File: src/sssp_pkg.sv
`timescale 1ns / 1ps
`default_nettype none
package sssp_pkg;
	localparam int MAX_NODES = 32;
	localparam int COST_BITS = 16;
	localparam int LINK_ID_BITS = 8;
	localparam logic [1:0] CMD_CLEAR   = 2'd0;
	localparam logic [1:0] CMD_WRITE   = 2'd1;
	localparam logic [1:0] CMD_COMPUTE = 2'd2;
	localparam logic [1:0] CMD_NONE    = 2'd3;
	localparam int IN_BITS = 40;
	localparam int OUT_BITS = 40;

	typedef struct packed {
		logic [1:0]  command;
		logic [4:0]  from_node;
		logic [4:0]  to_node;
		logic [15:0] link_cost;
		logic [7:0]  link_id;
	} cmd_t;
endpackage
`default_nettype wire

File: src/sssp_front.sv
`timescale 1ns / 1ps
`default_nettype none
// Input side: two-entry command queue decoupling acceptance from the engine.
module sssp_front (
	input  wire logic              clk,
	input  wire logic              arst_n,
	input  wire logic              in_valid,
	output logic                   in_ready,
	input  wire sssp_pkg::cmd_t    in_cmd,
	output logic                   q_valid,
	input  wire logic              q_pop,
	output sssp_pkg::cmd_t         q_cmd
);
	import sssp_pkg::*;
	cmd_t   mem_q [2];
	logic   wp_q, rp_q;
	logic [1:0] cnt_q;
	logic push;

	// Command 3 is dropped at the door.
	assign in_ready = (cnt_q != 2'd2);
	assign push = in_valid && in_ready && (in_cmd.command != CMD_NONE);
	assign q_valid = (cnt_q != 2'd0);
	assign q_cmd = mem_q[rp_q];

	always_ff @(posedge clk) begin
		if (push) mem_q[wp_q] <= in_cmd;
	end
	always_ff @(posedge clk or negedge arst_n) begin
		if (!arst_n) begin
			wp_q <= 1'b0; rp_q <= 1'b0; cnt_q <= 2'd0;
		end else begin
			if (push) wp_q <= ~wp_q;
			if (q_pop) rp_q <= ~rp_q;
			cnt_q <= cnt_q + {1'b0, push} - {1'b0, q_pop};
		end
	end
endmodule
`default_nettype wire

File: config.mk
export PLATFORM = sky130hd
export DESIGN_NAME = sssp_front
export DESIGN_NICKNAME = d
export VERILOG_FILES = /design/src/sssp_pkg.sv /design/src/sssp_front.sv
export SDC_FILE = /design/constraint.sdc
export NUM_CORES = 1
export LEC_CHECK = 0
export BUFFER_PORTS_ARGS = -buffer_cell sky130_fd_sc_hd__buf_2
export CAP_MARGIN = 20
export CORE_ASPECT_RATIO = 1.5
export CORE_UTILIZATION = 50
export DETAILED_ROUTE_END_ITERATION = 16
export HOLD_SLACK_MARGIN = 0.1
export PLACE_DENSITY = 0.76
export REMOVE_ABC_BUFFERS = 1
export SLEW_MARGIN = 20
export SYNTH_ARGS = -nofsm -noshare
export SYNTH_HDL_FRONTEND = slang
export SYNTH_SLANG_ARGS = --single-unit
File: constraint.sdc
create_clock -name clk -period 3.5 [get_ports clk]
set_input_delay 0.175 -clock clk [delete_from_list [all_inputs] [get_ports clk]]
set_output_delay 0.175 -clock clk [all_outputs]
set_load 0.02 [all_outputs]
# --- Yosys cells after proc, flatten, opt, wreduce, memory -nomap -nowiden ---
# Memories as Yosys holds them, arrays and structs flattened.
# Cells that the tools add are included.
word_totals:
  regBits: 4
  latch_bits: 0
  mem_bits_rw: 72
  mem_bits_ro: 0
  out_inout_bits: 38
  mem_count: 1
mem_list:
  columns: ["name", "depth", "width", "rd", "rd_ports_with_merged_regs", "write_ports", "line_no", "text"]
  rows:
  - ["mem_q", 2, 36, 1, 0, 1, "sssp_front.sv:15", "cmd_t mem_q [2];"]
classes:
  addsub: 2
  multipliers: 0
  div: 0
  order_cmp: 0
  n_eq_ne: 2
  n_shift: 0
  mux: 2
  n_bitwise: 2
  reduce_logical: 3
op_table:
  columns: ["cell", "count"]
  rows:
  - ["2-bit inequality test (second input constant)", 2]
  - ["2-bit by 1-bit adder with 2-bit output", 1]
  - ["1-bit logical AND", 2]
  - ["1-bit 2-to-1 mux", 2]
  - ["1-bit inverter", 2]
  - ["2-bit nonzero test", 1]
  - ["2-bit by 1-bit subtractor with 2-bit output", 1]

# --- Depth between registers and ports, before layout ---
depth:
  ltp_word: 5
  ltp_mapped: 6
  depth_no_buf: 6

# --- Worst setup path after synthesis ---
# OpenSTA, ideal clock, no wires.
synth_timing:
  kind: "register to register"
  startpoint: "register cnt_q[1]"
  endpoint: "memory mem_q[0][0] (netlist name) (enable)"
  setup_ps: 429
  arrival_ps: 2374
  setup_slack_ps: 697
  stages_incl_launch_ff: 4
  period_less_slack_ps: 2803
  path_cell_list: "dfrtp_1 > nand2b_1 > nand3_1 > nor2_1"
synth_between:
  elab_chain_len: 5
synth_lines:
  columns: ["element", "line_no", "text"]
  rows:
  - ["start, declared", "sssp_front.sv:17", "logic [1:0] cnt_q;"]
  - ["start signal, assigned", "sssp_front.sv:35", "cnt_q <= cnt_q + {1'b0, push} - {1'b0, q_pop};"]
  - ["2-bit inequality test", "sssp_front.sv:21", "assign in_ready = (cnt_q != 2'd2);"]
  - ["net in_ready", "sssp_front.sv:8", "output logic in_ready,"]
  - ["1-bit logical AND (2 in series)", "sssp_front.sv:22", "assign push = in_valid && in_ready && (in_cmd.command != CMD_NONE);"]
  - ["1-bit 2-to-1 mux", "sssp_front.sv:27", "if (push) mem_q[wp_q] <= in_cmd;"]
  - ["1-bit 2-to-1 mux (implied by the code)", "sssp_front.sv:27", null]
  - ["end, declared", "sssp_front.sv:15", null]
# The timed path passes the listed nets, and every way through them passes these cells.

# --- Worst setup path in the final report ---
layout_timing:
  startpoint: "input in_cmd[34] (netlist name)"
  endpoint: "memory mem_q[1][17] (netlist name) (enable)"
layout_between:
  elab_chain_len: 4
layout_lines:
  columns: ["element", "line_no", "text"]
  rows:
  - ["start, declared", "sssp_front.sv:9", "input wire sssp_pkg::cmd_t in_cmd,"]
  - ["2-bit inequality test", "sssp_front.sv:22", null]
  - ["1-bit logical AND", "sssp_front.sv:22", null]
  - ["1-bit 2-to-1 mux", "sssp_front.sv:27", null]
  - ["1-bit 2-to-1 mux (implied by the code)", "sssp_front.sv:27", null]
# Every way passes these cells.

==> impl_results.md <==
- Number of port buffers: 77
- Fmax: 0.468 GHz
- Synth unique cells: 16
- Initial antenna violation count: 0
- Delay-heaviest family, CP: simple AND/OR/NAND/NOR gates
- Nets: 294
- Clock share of power: 18.8%
- Worst skew pair latency: 330 ps
- Synth warn: 0
- Final Cycle Share: 61.1%
- Num ports: 78
- Seq/Total Area, Yosys: 76.8%
- DP Area: 0.00336 sq mm
- Placed insts: 274
- Reg2reg setup slack: 1430 ps
- DRT iter0 DRCs: 27
- Dpl hpwl: 2.75 mm
- Internal power: 1.93 mW
- Syn Area/Cell: 22.5 sq um
- Critical Path AT: 2090 ps
- Top cells by area, synth: edfxtp_1 73%, mux2_4 15%, dfrtp_1 3.4%
- Root buffer cell: clkbuf_8
- PwrDens: 725 mW/mm^2
- Largest net degree at the start of global routing: 38
- Postcts setup bufs: 0
- Worst-margin pin slew: 1030 ps
- CP required: 3450 ps
- Total negative slack: 0 ps
- Startpoint types: primary input
- P_leak: 1.56 nW
- Outcome: complete, no violations
- Starting density of the core: 52.9%
- DR pass1 iterations: 4
- Cell breakdown of the critical path: dlygate4sd3_1, buf_2, nand2_1, nand3_1, nor2_4
- Clock sink count: 76
- Die Span Y: 96.0 microns
- Crit. End Element: flip-flop
- Hold_buf cts: 38
- Die W: 64.7 microns
- Share of Yosys cell area claimed by the top area cell type: 73.4%
- Final ANT Viol Nets: 0
- Drt total wl: 4.66 mm
- Drt drc: 0
- Final setup fails: 0
- Slowest CP cell: nor2_4
- Routed len/inst: 14.2 microns
- Cells after Synth: 131
- Max_slew headroom: 30.9%
- Sw power: 908 uW
- Wire length of the first global-routing pass: 6.78 mm
- Via count: 1565
- WS Path Type: primary input to flip-flop
- Final Util: 70.1%
- Sequential share of power: 47.9%
- Core area: 0.00557 sq mm
- Syn Std Cell Area: 0.00295 sq mm
- Seq cells post-synth: 76
- # diodes: 0
- Post-CTS sizing: 0
- Worst-path fanout max: 36
- Hold Path Class: primary input to async pin
- H-tree levels: 3
- Critical Path Max Stage Delay: 870 ps
- Final hold violations: 0
- Min cycle time layout: 2140 ps
- Total track usage: 15.7%
- CTS tree: yes
- Vias in the first global route: 1492
- Combinational power share: 33.3%
- CTS buffer count: 9
- Max Cap Viol: 0
- Die area: 0.00621 sq mm
- Worst-path clk slew: 70 ps
- CP Buf/Inv Count: 2
- Fraction of layout cells with a size suffix above 1: 50.0%
- Clock buffer depth: 2
- Via density: 4.77
- Layout Cells excl Fill: 328
- Worst clock skew: 5.15 ps
- Rows: 33
- Design area: 0.00391 sq mm
- P&R area growth vs syn: 32.6%
- Sw Share: 32.0%
- GP Congestion: 0.676
- Remaining Overflow, GRT: 0
- Worst vdd ir: 609 uV
- Fin. max-slew vios: 0
- Most area-hungry cell type in the Yosys netlist: edfxtp_1
- RSZ-0062 raised after global routing: no
flip-flops by register name, indices dropped and copies added (netlist names):
signal / cells
wp_q: 1
mem_q: 72
cnt_q: 2
rp_q: 1
area by class of cell:
class,instances,area (sq um)
tap,70,87.6
inverter,2,7.51
sequential,76,2270
clock inverter,5,28.8
multi-input combinational,49,621
timing repair buffer,115,766
clock buffer,11,131
fill,380,1670
metal layers:
layer	global-route usage (%)	wire length, microns
met5	0	0
met4	8.33	88
met3	4.50	184
met2	27.1	2570
met1	17.4	1820
Yosys cell counts, drive strengths merged:
cell type and count:
xnor2 4, dfrtp 4, buf 4, ha 1, edfxtp 72, nor2 2
nand3 1, nand2b 1, nand2 1, xor2 1, a31oi 1, mux2 36
inv 2, or2 1
per-stage QoR:
step           power [mW]  hold WS (ps)  setup WS (ps)
3_5_place_dp         2.31         -14.4           1410
3_3_place_gp         2.30         -17.1           1490
6_report             2.83           188           1360
5_1_grt              2.97           180           1260
2_1_floorplan        2.03          -121            697
4_1_cts              2.88           158           1250
final timing paths:
| check | from | to | cells after the start |
|---|---|---|---|
| min reg2reg | cnt_q[0] | cnt_q[0] | 1 |
| min | arst_n | cnt_q[1] | 2 |
| max in group asynchronous | arst_n | rp_q | 2 |
| max reg2reg | cnt_q[1] | mem_q[1][17] | 3 |
| max | in_cmd[34] | mem_q[1][17] | 5 |
| min in group clk | in_valid | cnt_q[1] | 3 |
kinds of logic after synthesis:
logic type	synth area share, %
AOI/OAI and AO/OA	0.212
xor gates and xnor gates	1.49
adders and majority gates	0.425
buffers and inverters	2.68
DFF	76.8
muxes	17.5
and+or+nand+nor	0.977
power groups by stage:
stage | Combinational, mW | Sequential (mW) | Clock [mW]
finish | 0.945 | 1.36 | 0.532
detailed placement | 0.932 | 1.38 | 0
floorplan | 0.692 | 1.34 | 0
global placement | 0.928 | 1.37 | 0
global route | 1.00 | 1.38 | 0.587
CTS | 0.966 | 1.36 | 0.554
placed cells by master (no fill, tap or decap), drive strengths merged:
master | synthesis | routed
nand2b | 1 | 1
dlygate4sd3 | 0 | 38
ha | 1 | 1
mux2 | 36 | 36
clkinvlp | 0 | 1
dfrtp | 4 | 4
nor2 | 2 | 2
xor2 | 1 | 1
inv | 2 | 2
clkinv | 0 | 4
or2 | 1 | 1
buf | 4 | 77
nand3 | 1 | 1
nand2 | 1 | 1
a31oi | 1 | 1
clkbuf | 0 | 11
edfxtp | 72 | 72
xnor2 | 4 | 4
(Power assumes the default switching activity.)
